## config.mk

```make
export PLATFORM = sky130hd
export DESIGN_NAME = hamming74_byte_sliced_codec
export DESIGN_NICKNAME = d
export VERILOG_FILES = /design/src/design/ham74_pkg.sv /design/src/design/hamming74_byte_sliced_codec.sv /design/src/design/ham74_gather.sv /design/src/design/ham74_code.sv /design/src/design/ham74_serial.sv
export SDC_FILE = /design/constraint.sdc
export NUM_CORES = 1
export LEC_CHECK = 0
export ABC_AREA = 1
export BUFFER_PORTS_ARGS = -buffer_cell sky130_fd_sc_hd__buf_4
export CAP_MARGIN = 0
export CORE_UTILIZATION = 66
export CTS_BUF_LIST = sky130_fd_sc_hd__clkbuf_2 sky130_fd_sc_hd__clkbuf_4 sky130_fd_sc_hd__clkbuf_8
export CTS_CLUSTER_SIZE = 14
export DETAILED_ROUTE_END_ITERATION = 10
export PLACE_DENSITY = 0.95
export SYNTH_ARGS = -nofsm -noshare
export SYNTH_HDL_FRONTEND = slang
export SYNTH_HIERARCHICAL = 1
export SYNTH_SLANG_ARGS = --single-unit
```

## constraint.sdc

```tcl
create_clock -name clk -period 5.35 [get_ports clk]
set_input_delay 0.535 -clock clk [delete_from_list [all_inputs] [get_ports clk]]
set_output_delay 0.535 -clock clk [all_outputs]
set_load 0.005 [all_outputs]
```

## src/design/ham74_pkg.sv

```systemverilog
// shared types, constants and code functions for the byte-sliced hamming (7,4) codec
package ham74_pkg;

	localparam int unsigned GroupMax = 7;

	typedef logic [7:0] byte_t;
	typedef byte_t [GroupMax-1:0] group_t;
	typedef logic [2:0] count_t;

	typedef enum logic {
		MODE_ENCODE = 1'b0,
		MODE_DECODE = 1'b1
	} mode_t;

	localparam count_t ENC_LAST_IDX = 3'd3;
	localparam count_t DEC_LAST_IDX = 3'd6;
	localparam count_t ENC_COUNT    = 3'd7;
	localparam count_t DEC_COUNT    = 3'd4;

	// gathered bytes with the incoming byte placed, plus whether the group closes
	typedef struct packed {
		group_t bytes;
		logic   closes;
	} gather_t;

	// a finished group ready for the output shifter
	typedef struct packed {
		group_t bytes;
		count_t count;
		logic   last;
	} result_t;

	function automatic group_t ham74_encode(group_t w);
		group_t r;
		r    = w;
		r[4] = w[0] ^ w[1] ^ w[3];
		r[5] = w[0] ^ w[2] ^ w[3];
		r[6] = w[1] ^ w[2] ^ w[3];
		return r;
	endfunction

	function automatic group_t ham74_decode(group_t w);
		group_t r;
		byte_t  s0;
		byte_t  s1;
		byte_t  s2;
		s0   = w[0] ^ w[1] ^ w[3] ^ w[4];
		s1   = w[0] ^ w[2] ^ w[3] ^ w[5];
		s2   = w[1] ^ w[2] ^ w[3] ^ w[6];
		r    = w;
		// per lane: flip the data bit whose check column matches the syndrome
		r[0] = w[0] ^ (s0 & s1 & ~s2);
		r[1] = w[1] ^ (s0 & ~s1 & s2);
		r[2] = w[2] ^ (~s0 & s1 & s2);
		r[3] = w[3] ^ (s0 & s1 & s2);
		return r;
	endfunction

endpackage

```

## src/design/hamming74_byte_sliced_codec.sv

```systemverilog
// top level of the byte-sliced hamming (7,4) encoder / decoder
//
//  channel   handshake                 payload
//  input     data_valid / data_stall   data_byte, last
//  result    result_valid / result_stall  out_byte, group_end, stream_end
//  config    cfg_valid / cfg_ready     cfg_data (mode)
//
// a word that closes a group is coded combinationally into the output shifter, which
// sends one word per cycle when not stalled: 7 words per 4 inputs (encode), 4 per 7 (decode)
// words that do not close a group are always taken; a closing word waits unless
// the shifter is empty or its final word leaves on this edge
// reset clears mode to encode and empties the gather and shifter
// a config write discards any partial group
module hamming74_byte_sliced_codec (
	input  logic             clk,
	input  logic             arst_n,
	input  logic             cfg_valid,
	output logic             cfg_ready,
	input  logic             cfg_data,
	input  logic             data_valid,
	output logic             data_stall,
	input  ham74_pkg::byte_t data_byte,
	input  logic             last,
	output logic             result_valid,
	input  logic             result_stall,
	output ham74_pkg::byte_t out_byte,
	output logic             group_end,
	output logic             stream_end
);
	import ham74_pkg::*;

	mode_t   mode_q;
	gather_t gather;
	result_t result;
	logic    cfg_write;
	logic    data_accept;
	logic    can_load;
	logic    load;
	logic    last_word;

	assign cfg_ready = 1'b1;
	assign cfg_write = cfg_valid && cfg_ready;

	always_ff @(posedge clk or negedge arst_n) begin
		if (!arst_n) begin
			mode_q <= MODE_ENCODE;
		end else if (cfg_write) begin
			mode_q <= mode_t'(cfg_data);
		end
	end

	// shifter is free now or frees on this edge
	assign can_load    = !result_valid || (last_word && !result_stall);
	assign data_stall  = gather.closes && !can_load;
	assign data_accept = data_valid && !data_stall;
	assign load        = data_accept && gather.closes;

	ham74_gather u_gather (
		.clk       (clk),
		.arst_n    (arst_n),
		.mode      (mode_q),
		.data_byte (data_byte),
		.last      (last),
		.accept    (data_accept),
		.clear     (cfg_write),
		.gather    (gather)
	);

	ham74_code u_code (
		.mode   (mode_q),
		.gather (gather),
		.last   (last),
		.result (result)
	);

	ham74_serial u_serial (
		.clk          (clk),
		.arst_n       (arst_n),
		.result       (result),
		.load         (load),
		.result_stall (result_stall),
		.result_valid (result_valid),
		.last_word    (last_word),
		.out_byte     (out_byte),
		.group_end    (group_end),
		.stream_end   (stream_end)
	);

	a_load_shows: assert property (@(posedge clk) disable iff (!arst_n)
		load |=> result_valid)
		else $error("closed group did not reach the output");

	a_stream_in_group: assert property (@(posedge clk) disable iff (!arst_n)
		(result_valid && stream_end) |-> group_end)
		else $error("stream end outside group end");

	a_group_drains: assert property (@(posedge clk) disable iff (!arst_n)
		(result_valid && !result_stall && group_end && !load) |=> !result_valid)
		else $error("output still valid after group end");

	a_no_overrun: assert property (@(posedge clk) disable iff (!arst_n)
		load |-> (!result_valid || (group_end && !result_stall)))
		else $error("group loaded over pending output");

endmodule

```

## src/design/ham74_gather.sv

```systemverilog
// group gather register and fill counter
module ham74_gather (
	input  logic             clk,
	input  logic             arst_n,
	input  ham74_pkg::mode_t mode,
	input  ham74_pkg::byte_t data_byte,
	input  logic             last,
	input  logic             accept,
	input  logic             clear,
	output ham74_pkg::gather_t gather
);
	import ham74_pkg::*;

	group_t grp_q;
	count_t fill_q;
	count_t last_idx;

	assign last_idx = (mode == MODE_DECODE) ? DEC_LAST_IDX : ENC_LAST_IDX;

	always_comb begin
		for (int i = 0; i < GroupMax; i++) begin
			gather.bytes[i] = (count_t'(i) == fill_q) ? data_byte : grp_q[i];
		end
		gather.closes = last || (fill_q == last_idx);
	end

	always_ff @(posedge clk or negedge arst_n) begin
		if (!arst_n) begin
			grp_q  <= '0;
			fill_q <= '0;
		end else if (clear || (accept && gather.closes)) begin
			// unused slots must read as zero for padding
			grp_q  <= '0;
			fill_q <= '0;
		end else if (accept) begin
			grp_q  <= gather.bytes;
			fill_q <= fill_q + 3'd1;
		end
	end

endmodule

```

## src/design/ham74_code.sv

```systemverilog
// encode or decode of one gathered group
module ham74_code (
	input  ham74_pkg::mode_t   mode,
	input  ham74_pkg::gather_t gather,
	input  logic               last,
	output ham74_pkg::result_t result
);
	import ham74_pkg::*;

	always_comb begin
		unique case (mode)
			MODE_ENCODE: begin
				result.bytes = ham74_encode(gather.bytes);
				result.count = ENC_COUNT;
			end
			MODE_DECODE: begin
				result.bytes = ham74_decode(gather.bytes);
				result.count = DEC_COUNT;
			end
			default: begin
				result.bytes = gather.bytes;
				result.count = ENC_COUNT;
			end
		endcase
		result.last = last;
	end

endmodule

```

## src/design/ham74_serial.sv

```systemverilog
// output shifter that sends a finished group one word per cycle while result_stall is low
module ham74_serial (
	input  logic               clk,
	input  logic               arst_n,
	input  ham74_pkg::result_t result,
	input  logic               load,
	input  logic               result_stall,
	output logic               result_valid,
	output logic               last_word,
	output ham74_pkg::byte_t   out_byte,
	output logic               group_end,
	output logic               stream_end
);
	import ham74_pkg::*;

	group_t shift_q;
	count_t rem_q;
	logic   last_q;

	assign result_valid = (rem_q != 3'd0);
	assign last_word    = (rem_q == 3'd1);
	assign out_byte     = shift_q[0];
	assign group_end    = last_word;
	assign stream_end   = last_word && last_q;

	always_ff @(posedge clk or negedge arst_n) begin
		if (!arst_n) begin
			rem_q  <= '0;
			last_q <= 1'b0;
		end else if (load) begin
			rem_q  <= result.count;
			last_q <= result.last;
		end else if (result_valid && !result_stall) begin
			rem_q  <= rem_q - 3'd1;
		end
	end

	always_ff @(posedge clk) begin
		if (load) begin
			shift_q <= result.bytes;
		end else if (result_valid && !result_stall) begin
			shift_q <= {8'h00, shift_q[GroupMax-1:1]};
		end
	end

endmodule
```

==> results.tsv, run 1 <==
stage	metric	value	unit
power	Clk pwr share	0.255	
sta	final setup fails	0	
power	LEAKAGE	4.59	nW
drt	Residual DRC	0	
power	switch share	0.368	
critical_path	Largest delay share family, worst path	simple AND/OR/NAND/NOR gates	
yosys	synth unique cells	31	
die	die height	121	µm
sta	Final Hold Fails	0	
drt	met2 WL	9850	µm
cells_and_area	final std cells w/o fill	1405	
clock_network	CTS clk-pin slew, worst paths	0.07	ns
run	Max Cap Viol	0	
drt	top sig layer	met4	
placed_design	PortBufs	26	
sta	Max Clock Freq	294	MHz
die	total I/O pin count	28	
clock_network	post-CTS sizing	0	
drt	initial drt markers	738	
die	Initial Util	0.676	
power	Seq pwr share	0.358	
sta	setup tns final	0	ns
placed_design	HPWL Detailed	13100	µm
drt	via count	7956	
placed_design	Placed Cells	1374	
cells_and_area	Layout area overhead	5.04	%
cells_and_area	nets	1236	
power	maximum vdd drop	0.000208	V
critical_path	CP Cell Sequence	inv_1, ha_1, nand2_1, o21ai_0, xor2_1, nand2_1, nand3_1, nand2_2, nor2_4, nand2_1, nand2_1, nand2_1, nand2_1, nand2_1	
clock_network	Max clock buf depth	2	
sta	Least-Margin Pin Slew	1.20	ns
drt	Antenna Violating Nets Remaining	0	
critical_path	Crit path arrival time	3.63	ns
sta	Fin Clk Skew	0.00799	ns
critical_path	reg2reg setup slack	1.95	ns
power	combinational power share	0.386	
critical_path	CP Max Fanout	16	
yosys	FF+latch count, synth	120	
critical_path	CP Class	reg2reg	
drt	detailed-route wire length	20300	µm
clock_network	Post-CTS Setup Bufs	0	
cells_and_area	ANT cells	0	
sta	RSZ-0062 raised after global routing	no	
sta	headroom to the max-slew limit	0.195	
drt	drt wl/cell	14.4	µm
yosys	Ys Warns	6	
global_routing	initial antenna violation count	0	
critical_path	required time worst endpoint	5.58	ns
sta	Slew Viols, Final	0	
yosys	sequential share of the synthesized area	0.350	
critical_path	Top cell by count, worst path	nand2_1	
yosys	ys flop type	dfrtp_1	
yosys	syn_nets	1244	
global_routing	pin count of the biggest net entering global routing	65	
worst_hold_path	Hold WC Path Type	in2async	
sta	final worst path period share	0.636	
die	cell row count	43	
yosys	Cell Area, Synth	9380	µm²
drt	Pre-antenna DRT Iters	5	
drt	Via density	5.66	
die	die footprint	14700	µm²
die	overall die width	121	µm
clock_network	clock root buffer	clkbuf_8	
yosys	Post-synth EDFFs	56	
die	Placeable Area	13900	µm²
outcome	status	finished, final reports clean	
critical_path	Worst path max stage delay	1.06	ns
global_routing	first-pass GRT wire length	34300	µm
clock_network	CTS tree	built	
power	Psw	1.37	mW
placed_design	RD Place Congestion	0.921	
critical_path	CP Capture Type	register	
cells_and_area	layout cells sized above 1	0.180	
clock_network	TritonCTS buffer count	17	
clock_network	total clock sinks	120	
yosys	Post-Synthesis Cells	1221	
global_routing	total gr overflow	0	
global_routing	vias in the first global route	7350	
clock_network	hold buffers post-CTS	0	
drt	M1 WL	8490	µm
drt	met3 WL post-DR	1400	µm
clock_network	H-tree levels	4	
clock_network	worst skew pair latency	0.47	ns
sta	Final Critical Period	3.40	ns
critical_path	startpoint type of the worst setup path	register	
power	Power Dens Cells	378	nW/µm²
critical_path	Slowest-stage cell, CP	o21ai_0	
yosys	synthesized area per cell	7.68	µm²
yosys	Async SR Flop Fraction	0.533	
power	Int Pwr	2.36	mW
global_routing	GR Util All Layers	0.299	
critical_path	WP buf/inv	1	
## power by group through the flow
stage | logic, mW | clock network [mW] | registers (mW)
after floorplan | 1.21 | 0 | 1.33
after global placement | 1.36 | 0 | 1.34
after detailed placement | 1.42 | 0 | 1.35
after CTS | 1.43 | 0.959 | 1.34
after global routing | 1.60 | 1.00 | 1.36
final | 1.44 | 0.952 | 1.34
## Yosys cell counts, types with 2 or more instances
| cell type | instances | share of area |
|---|---|---|
| o21ai_1 | 9 | 0.0048 |
| clkbuf_1 | 2 | 0.00080 |
| nand3_2 | 26 | 0.028 |
| nor2_1 | 75 | 0.030 |
| edfxtp_1 | 56 | 0.18 |
| xnor2_1 | 2 | 0.0019 |
| mux2i_1 | 48 | 0.051 |
| a21oi_1 | 9 | 0.0048 |
| dfrtp_1 | 64 | 0.17 |
| nor2_4 | 16 | 0.019 |
| o21ai_0 | 78 | 0.042 |
| xnor2_2 | 20 | 0.035 |
| buf_6 | 23 | 0.028 |
| inv_1 | 73 | 0.029 |
| nand2_4 | 7 | 0.0084 |
| nor2_2 | 17 | 0.011 |
| buf_2 | 32 | 0.017 |
| buf_4 | 21 | 0.017 |
| xor2_2 | 20 | 0.035 |
| nand2_1 | 448 | 0.18 |
| ha_1 | 8 | 0.011 |
| inv_2 | 8 | 0.0032 |
| conb_1 | 2 | 0.00080 |
| nand4_1 | 3 | 0.0020 |
| nand3b_1 | 21 | 0.017 |
| nand2_2 | 25 | 0.017 |
| nand3_1 | 104 | 0.055 |
## final cells by class
class	count	area, µm²
inverters	82	310
flip-flops and latches	120	3280
well taps	180	225
clock buffers	21	277
repair buffers	51	383
clock inverters	10	173
fillers	1059	4030
multi-input cells	941	5200
## worst reg2reg max path, stage by stage, from the launching register on
cell and delay [ns]:
dfrtp_1 0.44, inv_1 0.13, ha_1 0.18, nand2_1 0.33, o21ai_0 1.06, xor2_1 0.20, nand2_1 0.12, nand3_1 0.15
nand2_2 0.09, nor2_4 0.14, nand2_1 0.08, nand2_1 0.06, nand2_1 0.07, nand2_1 0.06, nand2_1 0.06
## path summary, 6_finish.rpt
path                                   endpoint                 start  cells past startpoint
max                        u_serial/shift_q[23]    u_gather/fill_q[1]                     14
min                             u_serial/last_q                arst_n                      1
max reg2reg                u_serial/shift_q[23]    u_gather/fill_q[1]                     14
min reg2reg                u_serial/shift_q[18]  u_serial/shift_q[26]                      2
max in group asynchronous    u_gather/grp_q[35]                arst_n                      1
min in group clk                         mode_q             cfg_valid                      2
## layer usage
layer / GRT usage / vias to the layer above
li1: - / 3873
met1: 0.382 / 3752
met2: 0.488 / 282
met3: 0.0564 / 49
met4: 0.147 / 0
met5: 0 / -
## placed cells by master (no fill, tap or decap), drive strengths merged
cell / n
xnor2: 22
clkinv: 4
conb: 2
nand3b: 21
o21ai: 87
buf: 51
dfrtp: 64
clkbuf: 21
nor2: 108
inv: 83
a21oi: 10
edfxtp: 56
ha: 8
mux2i: 48
bufinv: 5
nand3: 130
xor2: 21
nor3: 1
nand2: 480
nand4: 3
## sequential cells by signal (all words and copies together), names as in the netlist
| signal | cells |
|---|---|
| u_serial/shift_q | 48 |
| u_serial/rem_q | 3 |
| u_serial/last_q | 1 |
| u_gather/fill_q | 3 |
| mode_q | 1 |
| u_gather/grp_q | 56 |
| u_serial/out_byte | 8 |
## kinds of logic (layout without fill, tap and decap cells)
logic type / Yosys count / count (layout) / synth area share
xor gates and xnor gates: 43 / 43 / 0.0722
adders and majority gates: 8 / 8 / 0.0107
buffers and inverters: 160 / 164 / 0.0954
other: 2 / 2 / 0.000801
AOI/OAI and AO/OA: 97 / 97 / 0.0522
and+or+nand+nor: 743 / 743 / 0.368
DFF: 120 / 120 / 0.350
muxes: 48 / 48 / 0.0512
## metrics by stage
stage / power, mW / utilization / cell area, µm² / setup WS [ns] / hold slack (ns)
2_1_floorplan: 2.54 / - / 9380 / 2.65 / 0.239
3_3_place_gp: 2.71 / 0.677 / 9400 / 2.12 / 0.489
3_5_place_dp: 2.77 / 0.677 / 9400 / 2.00 / 0.497
4_1_cts: 3.73 / 0.710 / 9850 / 1.95 / 0.188
5_1_grt: 3.96 / 0.710 / 9850 / 1.63 / 0.237
6_report: 3.73 / 0.710 / 9850 / 1.95 / 0.145
Power figures use the tool's default switching activity.
==> inputs of run 2 (changes only) <==
--- a/config.mk
+++ b/config.mk
@@ -5,14 +5,14 @@
 export SDC_FILE = /design/constraint.sdc
 export NUM_CORES = 1
 export LEC_CHECK = 0
-export ABC_AREA = 1
+export ABC_AREA = 0
 export BUFFER_PORTS_ARGS = -buffer_cell sky130_fd_sc_hd__buf_4
 export CAP_MARGIN = 0
-export CORE_UTILIZATION = 66
+export CORE_UTILIZATION = 59
 export CTS_BUF_LIST = sky130_fd_sc_hd__clkbuf_2 sky130_fd_sc_hd__clkbuf_4 sky130_fd_sc_hd__clkbuf_8
 export CTS_CLUSTER_SIZE = 14
 export DETAILED_ROUTE_END_ITERATION = 10
-export PLACE_DENSITY = 0.95
+export PLACE_DENSITY = 0.91
 export SYNTH_ARGS = -nofsm -noshare
 export SYNTH_HDL_FRONTEND = slang
 export SYNTH_HIERARCHICAL = 1
==> constraint.sdc (replaced) <==
create_clock -name clk -period 3 [get_ports clk]
set_input_delay 0.3 -clock clk [delete_from_list [all_inputs] [get_ports clk]]
set_output_delay 0.3 -clock clk [all_outputs]
set_load 0.005 [all_outputs]
==> run 2 against run 1 <==
Compared with the run above:
- non-clock buffer count is 71 higher
- critical path depth is 3 lower
- count of clock-buffer cells in the layout is 1 higher
- critical path type unchanged
- critical endpoint is now u_serial/out_byte[6]
- highest routed layer unchanged
==> results.tsv, run 2 <==
stage	metric	value	unit
sta	headroom to the max-slew limit	0.438	
clock_network	TritonCTS buffer count	17	
yosys	Ys Warns	6	
critical_path	required time worst endpoint	3.32	ns
yosys	synth unique cells	52	
placed_design	RD Place Congestion	0.835	
critical_path	CP Class	reg2reg	
sta	Slew Viols, Final	0	
critical_path	CP Max Fanout	5	
drt	via count	6259	
die	cell row count	42	
yosys	sequential share of the synthesized area	0.400	
drt	initial drt markers	506	
yosys	Cell Area, Synth	8220	µm²
sta	setup tns final	0	ns
yosys	commonest cells in the netlist	mux2_2, xnor2_1, nand2_1	
sta	Max Clock Freq	336	MHz
cells_and_area	Reg with most FFs	u_gather/grp_q	
yosys	synthesized area per cell	10.6	µm²
sta	final worst slack	0.0196	ns
sta	Fin Clk Skew	0.0138	ns
die	Initial Util	0.613	
yosys	top post-synthesis cells by area	edfxtp_1, dfrtp_1, mux2_2	
critical_path	CP Cell Sequence	inv_2, ha_4, nand2_1, buf_4, mux2_4, xnor3_2, xnor2_4, nor4_1, a311o_1, a311oi_2, mux2_2	
clock_network	H-tree levels	4	
drt	Via density	6.06	
sta	worst hold slack	0.0710	ns
global_routing	initial antenna violation count	0	
yosys	ys flop type	dfrtp_1	
yosys	FF+latch count, synth	120	
sta	Least-Margin Pin Slew	0.843	ns
outcome	status	finished, final reports clean	
global_routing	pin count of the biggest net entering global routing	65	
worst_hold_path	Hold WC Path Type	in2reg	
cells_and_area	layout cells sized above 1	0.364	
yosys	syn_nets	800	
clock_network	clock root buffer	clkbuf_8	
clock_network	Max clock buf depth	2	
drt	drt wl/cell	18.8	µm
yosys	Synth area leader	edfxtp_1	
die	total I/O pin count	28	
placed_design	Placed Cells	987	
yosys	Post-synth EDFFs	56	
clock_network	CTS tree	built	
cells_and_area	max reg flops	56	
cells_and_area	Layout area overhead	17.2	%
power	LEAKAGE	4.26	nW
sta	Final Critical Period	2.98	ns
critical_path	CP Capture Type	register	
die	overall die width	120	µm
global_routing	first-pass GRT wire length	29800	µm
sta	final setup fails	0	
yosys	count leader, synth	mux2_2	
clock_network	worst skew pair latency	0.46	ns
cells_and_area	commonest cells after routing, fill and taps aside	buf_4, mux2_2, nand2_1, dfrtp_1, mux2i_1	
power	maximum vdd drop	0.000307	V
critical_path	Slowest-stage cell, CP	xnor3_2	
critical_path	Crit path arrival time	3.30	ns
yosys	share of the synthesized area in the top cell type	0.205	
cells_and_area	final core utilization	0.719	
global_routing	GR Util All Layers	0.266	
sta	final worst path period share	0.993	
cells_and_area	final std cells w/o fill	1032	
sta	Final Hold Fails	0	
drt	Residual DRC	0	
critical_path	startpoint type of the worst setup path	register	
cells_and_area	ANT cells	0	
critical_path	Worst path max stage delay	0.46	ns
clock_network	total clock sinks	120	
die	die height	120	µm
cells_and_area	nets	869	
run	Max Cap Viol	0	
die	Placeable Area	13400	µm²
clock_network	CTS clk-pin slew, worst paths	0.07	ns
drt	detailed-route wire length	19400	µm
drt	Pre-antenna DRT Iters	5	
placed_design	HPWL Detailed	12200	µm
yosys	Async SR Flop Fraction	0.533	
yosys	Post-Synthesis Cells	777	
placed_design	PortBufs	26	
cells_and_area	most common cell after layout, fill and taps aside	buf_4	
global_routing	vias in the first global route	6021	
placed_design	pre-CTS setup slack	-0.0353	ns
power	Power Dens Cells	547	nW/µm²
drt	Antenna Violating Nets Remaining	0	
global_routing	total gr overflow	0	
die	die footprint	14400	µm²
## run 2: cell types whose count changed in the layout (fill, tap and decap cells not counted), moves of 50 or more
cell	before	now
o21ai_0	78	28
nand3_1	104	9
nor3_1	1	58
nand2_1	448	62
xnor2_1	2	58
buf_4	51	114
nor2_1	75	21
inv_1	72	8
mux2_2	0	92
## run 2: timing repair
action,in CTS,in global routing
hold buffers,1,0
buffers inserted,3,12
pin swaps,2,20
setup endpoints to repair,6,27
endpoints found under the hold margin,64,0
gates resized for setup,2,50
## run 2: path summary, 6_finish.rpt
kind	cells past startpoint	end	slack, ns	from
min reg2reg	1	u_serial/last_q	0.51	u_serial/last_q
max	11	u_serial/out_byte[6]	0.02	u_gather/fill_q[1]
max reg2reg	11	u_serial/out_byte[6]	0.02	u_gather/fill_q[1]
max in group asynchronous	2	u_gather/fill_q[0]	1.92	arst_n
min in group asynchronous	2	u_serial/rem_q[2]	0.50	arst_n
min	2	u_gather/fill_q[0]	0.07	cfg_valid
## run 2: kinds of logic (layout without fill, tap and decap cells)
| logic type | count (synthesis) | after routing | synth area share |
|---|---|---|---|
| xor+xnor | 104 | 104 | 0.116 |
| other cells | 2 | 2 | 0.000914 |
| compound gates | 75 | 75 | 0.0567 |
| mux | 172 | 172 | 0.229 |
| flops | 120 | 120 | 0.400 |
| simple gates | 213 | 213 | 0.128 |
| fa+ha+maj | 8 | 8 | 0.0122 |
| buf+inv | 83 | 162 | 0.0573 |
## run 2: final cells by class
type	instances	area, µm²
clock buffer	22	272
clock inverter	7	35.0
fill	841	3770
inverter	11	41.3
multi-input combinational	574	4790
sequential	120	3290
tap	176	220
timing repair buffer	122	988
## run 2: where the power goes
| part | leakage (nW) | total, mW | switching [mW] | internal (mW) |
|---|---|---|---|---|
| logic | 2.66 | 1.72 | 0.876 | 0.845 |
| registers | 1.43 | 2.35 | 0.113 | 2.23 |
| clock network | 0.173 | 1.20 | 0.615 | 0.589 |
## run 2: per-stage QoR
| step | area [µm²] | power (mW) |
|---|---|---|
| CTS | 9290 | 5.22 |
| finish | 9630 | 5.27 |
| detailed placement | 8940 | 4.00 |
| floorplan | 8260 | 3.55 |
| global placement | 8940 | 3.93 |
| global route | 9630 | 5.52 |
## run 2: worst max-delay path: cells and delay by family (launching register included)
kind            cells  cell delay (ns)
xor+xnor            2             0.69
fa+ha+maj           1             0.17
simple gates        2             0.17
buf+inv             2             0.31
compound gates      2             0.58
flops               1             0.42
mux                 2             0.51
## run 2: per-layer routing
metal,part of all wire,global-route usage,vias to the layer above
li1,-,-,2878
met4,0.034,0.114,0
met3,0.055,0.0585,60
met5,0,0,-
met1,0.40,0.337,3082
met2,0.51,0.439,239
==> inputs of run 3 (changes only) <==
--- a/config.mk
+++ b/config.mk
@@ -5,7 +5,7 @@
 export SDC_FILE = /design/constraint.sdc
 export NUM_CORES = 1
 export LEC_CHECK = 0
-export ABC_AREA = 0
+export ABC_AREA = 1
 export BUFFER_PORTS_ARGS = -buffer_cell sky130_fd_sc_hd__buf_4
 export CAP_MARGIN = 0
 export CORE_UTILIZATION = 59
==> run 3 against run 2 <==
Compared with the run above:
- hold slack worse by 0.037 ns
- cell area up 5.2%
- combinational power up 52%
- first-iteration DRC count up 63%
- critical endpoint is now u_serial/shift_q[8]
==> results.tsv, run 3 (same netlist as run 1, synthesis figures left out) <==
stage	metric	value	unit
power	Psw	2.48	mW
global_routing	pin count of the biggest net entering global routing	65	
critical_path	Top cell by count, worst path	nand2_1	
critical_path	Reg-to-Reg End	u_serial/shift_q[8]	
die	total I/O pin count	28	
critical_path	CP Cell Sequence	inv_1, ha_1, nand2_1, o21ai_0, inv_1, nand3_1, nand2_2, nor2_4, nand2_1, nand2_1, nand2_1, nand2_1, nand2_1	
worst_hold_path	hold_sp	cfg_valid	
drt	Via density	5.53	
power	Int Pwr	4.15	mW
clock_network	clock root buffer	clkbuf_8	
cells_and_area	Filler cells	1218	
placed_design	HPWL Detailed	13700	µm
cells_and_area	commonest cells after routing, fill and taps aside	nand2_1, nand3_1, buf_4, nor2_1	
drt	drt wl/cell	14.2	µm
clock_network	total clock sinks	120	
drt	via count	8113	
cells_and_area	max reg flops	56	
sta	worst hold slack	0.0341	ns
worst_hold_path	Hold WC Path Type	in2reg	
die	cell row count	45	
worst_hold_path	Min-Delay Endpoint	mode_q	
worst_hold_path	Min-Delay Path Depth	2	
sta	setup tns final	0	ns
clock_network	CTS clk-pin slew, worst paths	0.07	ns
cells_and_area	ANT cells	0	
power	Seq pwr share	0.359	
sta	final worst slack	0.196	ns
clock_network	Post-CTS Setup Bufs	0	
sta	Least-Margin Pin Slew	0.853	ns
die	die height	128	µm
sta	Max Clock Freq	357	MHz
critical_path	CP Class	reg2reg	
power	Clk pwr share	0.246	
placed_design	PortBufs	26	
placed_design	pre-CTS setup slack	0.156	ns
global_routing	GR Util All Layers	0.266	
clock_network	H-tree levels	4	
cells_and_area	layout cells sized above 1	0.204	
critical_path	Worst path max stage delay	0.62	ns
power	switch share	0.374	
drt	initial drt markers	823	
drt	detailed-route wire length	20800	µm
critical_path	required time worst endpoint	3.22	ns
cells_and_area	nets	1265	
cells_and_area	Layout area overhead	7.96	%
clock_network	CTS tree	built	
global_routing	total gr overflow	0	
sta	Fin Clk Skew	0.0108	ns
clock_network	TritonCTS buffer count	17	
die	die footprint	16400	µm²
critical_path	worst flop-to-flop path startpoint	u_gather/fill_q[0]	
critical_path	Slowest-stage cell, CP	o21ai_0	
critical_path	Crit path arrival time	3.03	ns
global_routing	first-pass GRT wire length	34200	µm
clock_network	worst skew pair latency	0.47	ns
critical_path	worst-case reg-to-reg path depth	13	
cells_and_area	most common cell after layout, fill and taps aside	nand2_1	
die	Initial Util	0.610	
sta	Slew Viols, Final	0	
cells_and_area	Reg with most FFs	u_gather/grp_q	
cells_and_area	final core utilization	0.659	
critical_path	reg2reg setup slack	0.20	ns
sta	final worst path period share	0.935	
power	Power Dens Cells	655	nW/µm²
global_routing	initial antenna violation count	0	
power	LEAKAGE	4.75	nW
sta	headroom to the max-slew limit	0.431	
sta	Final Hold Fails	0	
die	overall die width	128	µm
drt	Antenna Violating Nets Remaining	0	
power	combinational power share	0.395	
cells_and_area	final std cells w/o fill	1466	
critical_path	startpoint type of the worst setup path	register	
power	maximum vdd drop	0.000429	V
outcome	status	finished, final reports clean	
drt	Pre-antenna DRT Iters	7	
placed_design	RD Place Congestion	0.879	
die	Placeable Area	15400	µm²
sta	Final Critical Period	2.80	ns
placed_design	Placed Cells	1433	
clock_network	Max clock buf depth	2	
critical_path	CP Max Fanout	16	
drt	Residual DRC	0	
sta	RSZ-0062 raised after global routing	no	
critical_path	CP Capture Type	register	
sta	final setup fails	0	
run	Max Cap Viol	0	
global_routing	vias in the first global route	7448	
[run 3: routing by layer]
metal / GRT usage / wire length [µm] / vias up
met3: 0.0455 / 1400 / 50
met2: 0.452 / 10200 / 301
met1: 0.328 / 8660 / 3824
li1: - / - / 3938
met5: 0 / 0 / -
met4: 0.129 / 556 / 0
[run 3: repair_timing]
item | 4_1_cts | 5_1_grt
hold endpoints to repair | 64 | 0
resized for setup | 0 | 9
endpoints found under the setup margin | 0 | 18
hold buffers | 1 | 0
[run 3: power groups by stage]
stage	clock [mW]	combinational (mW)	sequential, mW
global placement	0	2.48	2.39
finish	1.63	2.62	2.38
detailed placement	0	2.58	2.41
floorplan	0	2.15	2.37
global route	1.73	2.91	2.42
CTS	1.66	2.60	2.38
[run 3: area by class of cell]
type / count / area, µm² / area share
flip-flops and latches: 120 / 3280 / 0.324
multi-input cells: 941 / 5210 / 0.515
clock inverters: 12 / 168 / 0.0166
clock buffers: 20 / 263 / 0.0259
well taps: 211 / 264 / 0.0261
repair buffers: 80 / 628 / 0.0620
inverters: 82 / 310 / 0.0306
[run 3: critical path: cells and delay by family (launching register included)]
family / cells / cell delay, ns
simple gates: 9 / 1.06
compound gates: 1 / 0.62
buf+inv: 2 / 0.27
flops: 1 / 0.44
fa+ha+maj: 1 / 0.18
[run 3: through the flow]
| step | instance area, µm² | total power [mW] |
|---|---|---|
| floorplan | 9380 | 4.52 |
| global placement | 9680 | 4.88 |
| detailed placement | 9680 | 4.99 |
| CTS | 10100 | 6.65 |
| global route | 10100 | 7.06 |
| finish | 10100 | 6.63 |
[run 3: how the worst max path moves through the flow]
stage	cells past startpoint	endpoint	slack, ns	startpoint
after floorplan	15	u_serial/shift_q[31]	0.30	u_gather/fill_q[0]
after global placement	15	u_serial/shift_q[25]	0.30	u_gather/fill_q[1]
after detailed placement	16	u_serial/out_byte[7]	0.16	u_gather/fill_q[0]
after CTS	15	u_serial/shift_q[25]	0.12	u_gather/fill_q[1]
after global routing	13	u_serial/shift_q[8]	0.02	u_gather/fill_q[0]
final	13	u_serial/shift_q[8]	0.20	u_gather/fill_q[0]
